<file path="src/design/ghe_ram.sv">
`timescale 1ns / 1ps

module ghe_ram #(
  parameter int WIDTH = 8,
  parameter int DEPTH = 256
) (
  input  logic                     clk,
  input  logic                     we,
  input  logic [$clog2(DEPTH)-1:0] waddr,
  input  logic [WIDTH-1:0]         wdata,
  input  logic [$clog2(DEPTH)-1:0] raddr,
  output logic [WIDTH-1:0]         rdata
);

  logic [WIDTH-1:0] mem [DEPTH];

  always_ff @(posedge clk) begin
    if (we) begin
      mem[waddr] <= wdata;
    end
    rdata <= mem[raddr];
  end

endmodule
</file>
<file path="config.mk">
export PLATFORM = sky130hd
export DESIGN_NAME = ghe_ram
export DESIGN_NICKNAME = d
export VERILOG_FILES = /design/src/design/ghe_ram.sv
export SDC_FILE = /design/constraint.sdc
export NUM_CORES = 2
export LEC_CHECK = 0
export ABC_AREA = 1
export BUFFER_PORTS_ARGS = -buffer_cell sky130_fd_sc_hd__buf_2
export CORE_MARGIN = 5
export CORE_UTILIZATION = 60
export CTS_BUF_LIST = sky130_fd_sc_hd__clkbuf_4
export DETAILED_ROUTE_END_ITERATION = 12
export PLACE_DENSITY = 0.76
export SYNTH_ARGS = -nofsm -noshare
export SYNTH_HDL_FRONTEND = slang
export SYNTH_SLANG_ARGS = --single-unit
</file>
<file path="constraint.sdc">
create_clock -name clk -period 1.9 [get_ports clk]
set_input_delay 0.095 -clock clk [delete_from_list [all_inputs] [get_ports clk]]
set_output_delay 0.095 -clock clk [all_outputs]
set_load 0.02 [all_outputs]
</file>
==> flow_summary.rst <==
.. list-table::
   :header-rows: 1

   * - Metric
     - Value
   * - Library cell with the highest instance count after synthesis
     - nand2_1
   * - Final cell count without fillers
     - 9958
   * - Aggregate global routing overflow
     - 0
   * - Clock insertion delay at the later pin of the skew report
     - approximately 1.3 ns
   * - Power per standard cell area
     - 961 nW/µm²
   * - CTS tree
     - yes
   * - Port buffer count
     - 33
   * - Layout area overhead
     - 16.8%
   * - Startpoint of the tightest hold check path
     - raddr[5]
   * - Fin nets
     - 7836
   * - # DRC
     - 0
   * - Number of antenna violations at the first check in global routing
     - 16
   * - Capturing point of the worst reg2reg path
     - rdata[6]
   * - Starting DRT DRC Count
     - ~9100
   * - Number of distinct library cells after synthesis
     - 14
   * - Buffer type at the clock tree root
     - clkbuf_4
   * - Number of cells on the worst reg-to-reg path
     - 10
   * - Clock slew at the register clock pins of the worst setup and hold paths
     - 0.06 ns
   * - Number of enable flip-flop cells after synthesis
     - 2048
   * - Number of I/O pins
     - 34
   * - Commonest cells in the synthesized netlist
     - 2123 x nand2_1, 2048 x edfxtp_1, 2019 x nand3_1, 283 x nor2_1, 268 x buf_2
   * - Critical Path Max Stage Delay
     - 0.64 ns
   * - Tot GR Track Use
     - 0.319
   * - Routed vias/inst
     - approximately 6.1
   * - Post-synthesis register bit count
     - 2056
   * - Mapped Avg Cell Area
     - 11.9 µm²
   * - Vias in the first global route
     - roughly 60000
   * - Total chip power
     - 93.6 mW
   * - Residual antenna-violating net count after detailed routing
     - 0
   * - Worst path cell trace
     - dlygate4sd3_1 -> buf_2 -> inv_1 -> nor2_2 -> nand2_1 -> dlygate4sd3_1 -> buf_4 -> nor2_1 -> dlygate4sd3_1 -> buf_4
   * - Number of levels the H-tree was split into
     - 6
   * - Number of core rows
     - 136
   * - Hold worst-path end
     - rdata[4]
   * - Transition time of the tightest slew-check pin
     - 0.969 ns
   * - Worst setup margin
     - -0.0440 ns
   * - Worst Clk Skew
     - about 0.11 ns
   * - Syn nets
     - 7029
   * - Leakage power total
     - 35.9 nW
   * - Maximum number of pins on one net before global-route repair
     - 82
   * - Instance area at placement
     - about 90000 µm²
   * - Failing checks
     - setup timing
   * - Max IR drop VDD
     - 797 µV
   * - Data arrival time of the worst path
     - about 3 ns
   * - Final core area utilization
     - 0.707
   * - Die X-Extent
     - 383 µm
   * - Final period util
     - 1.02
   * - Count of pins over their slew limit
     - 0
   * - Kind of start point of the critical path
     - primary input
   * - Setup slack of the most critical reg-to-reg path
     - 0.05 ns
   * - Overall via count from detail_route
     - a little over 60000
   * - Yosys top cell by area
     - edfxtp_1
   * - Unrepaired setup endpoints after global routing
     - true
   * - Starting density of the core
     - 0.605
   * - Total half-perimeter wirelength after legalization and detailed placement
     - approximately 140 mm
   * - Critical path type
     - primary input to register
   * - Cell type with the highest occurrence count on the critical path
     - dlygate4sd3_1
   * - Final wirelength
     - 235 mm
   * - Area contributors post-synth
     - edfxtp_1 74%, nand3_1 12%, nand2_1 9.6%, buf_2 1.6%, nor2_1 1.3%
   * - Outcome
     - finished, violations left
   * - Count of placed standard cells including taps
     - 9017
   * - Final weighted congestion in routability-driven placement
     - 0.918
   * - Worst reg2reg path startpoint
     - mem[49][6]
   * - Tightest slew margin relative to the limit
     - 0.352
   * - Global-route wire length before repair
     - 353 mm
   * - Routed len/inst
     - 23.6 µm
   * - Proportion of synthesized flip-flops having asynchronous set or reset
     - 0
   * - Slowest library cell on the worst path
     - dlygate4sd3_1
   * - Class of the most critical hold timing path
     - primary input to register
   * - Worst-case clock buffer depth
     - 4
   * - Syn Std Cell Area
     - 83400 µm²
   * - Type of destination of the critical path
     - register
   * - Max Freq
     - approximately 510 MHz
   * - Number of optimization iterations in the first detailed-route pass
     - 6
   * - Final hold violation count
     - 0
   * - Most common flop cell mapped by yosys
     - edfxtp_1
   * - Number of cells produced by synthesis
     - 7003
   * - Number of maximum-capacitance violations
     - 0
   * - Highest net fanout along the worst path
     - 16
   * - Total core area
     - 138000 µm²
   * - Proportion of netlist area held by the largest area contributor
     - 0.737
   * - Critical path data required time
     - 2.89 ns
   * - Total clock buffers created by CTS
     - 531
   * - Worst path top cell family by delay
     - buffers and inverters
   * - Floorplan die height
     - 383 µm
   * - Fraction of final layout cells with drive strength greater than 1
     - 0.187
   * - Clk sinks
     - between 2000 and 2500
   * - Count of endpoints failing setup in the final report
     - 10
   * - Register area share after synthesis
     - 0.739
   * - Final design instance area without fill
     - 97400 µm²
   * - Full die area
     - about 150000 µm²
   * - Final critical-path required period
     - 1.94 ns
   * - Crit path buf inv count
     - 7
   * - Warning count from the yosys run
     - 0
   * - Hold path cells
     - 8
-- stage by stage --
step                      TNS (ns)  hold WS, ns  setup WS, ns
after floorplan                  0        0.194         0.314
after global placement       -2.73        0.493        -0.459
after detailed placement     -2.88        0.498        -0.493
after CTS                    -1.88       0.0510        -0.153
after global routing        -0.567        0.174        -0.107
final                       -0.365        0.193       -0.0440
-- worst max path at each step --
stage | from | to | cells past startpoint
2_1_floorplan | we | mem[162][0] | 4
3_3_place_gp | raddr[0] | rdata[5] | 14
3_5_place_dp | raddr[0] | rdata[5] | 14
4_1_cts | rdata[4] | rdata[4] | 1
5_1_grt | rdata[4] | rdata[4] | 1
6_report | waddr[5] | mem[233][0] | 10
-- area by class of cell --
type,count,area [µm²]
sequential,2056,61700
antenna,9,22.5
timing repair buffer,757,7690
clock buffer,748,5620
tap,1794,2240
inverter,39,180
clock inverter,130,791
multi-input combinational,4425,19200
fill,9106,40400
-- logic make-up (layout without fill, tap and decap cells) --
family	Yosys count	after routing	share of synthesized area
simple gates	4425	4425	0.229
buf+inv	522	1674	0.0312
other cells	0	9	0
flops	2056	2056	0.739
-- placed cells by master (no fill, tap or decap), types with 2 or more instances in the layout --
cell type,instances
buf_16,4
inv_2,16
diode_2,9
buf_6,10
clkinv_2,11
inv_1,34
nand2_4,2
nand2_1,2120
dfxtp_2,4
nand3_2,7
buf_8,11
nor2_4,2
edfxtp_1,2048
buf_2,13
buf_12,138
bufinv_16,11
nor2_2,5
inv_8,2
buf_4,535
nand3_1,2012
clkbuf_4,748
dlygate4sd3_1,46
dfxtp_4,4
clkinv_1,93
nor2_1,276
-- worst min-delay path, delay by kind of cell --
kind,cells,cell delay (ns)
and+or+nand+nor,5,0.38
buffers and inverters,3,0.95
-- sequential cells by signal, summed over array words and instances (netlist names) --
register  flops
mem        2048
rdata         8
-- repair_timing --
action / in CTS / in global routing
resized for setup: 31 / 20
hold buffers: 56 / 1
pin swaps: 0 / 5
hold endpoints to repair: 4104 / 280
setup buffers: 0 / 1
setup endpoints to repair: 10 / 317
-- layer usage --
layer,up-vias,track usage,share of wire
li1,26781,-,-
met1,28876,0.430,0.35
met2,4407,0.493,0.46
met3,671,0.0861,0.14
met4,10,0.145,0.046
met5,-,0,0.00029
-- power by group --
group,switching (mW),total [mW],leakage (nW),internal [mW]
combinational,4.61,6.67,13.6,2.06
sequential,0.0668,50.0,18.5,50.0
clock,17.4,36.9,3.85,19.5
total,22.0,93.6,35.9,71.6
Power figures use the tool's default switching activity.
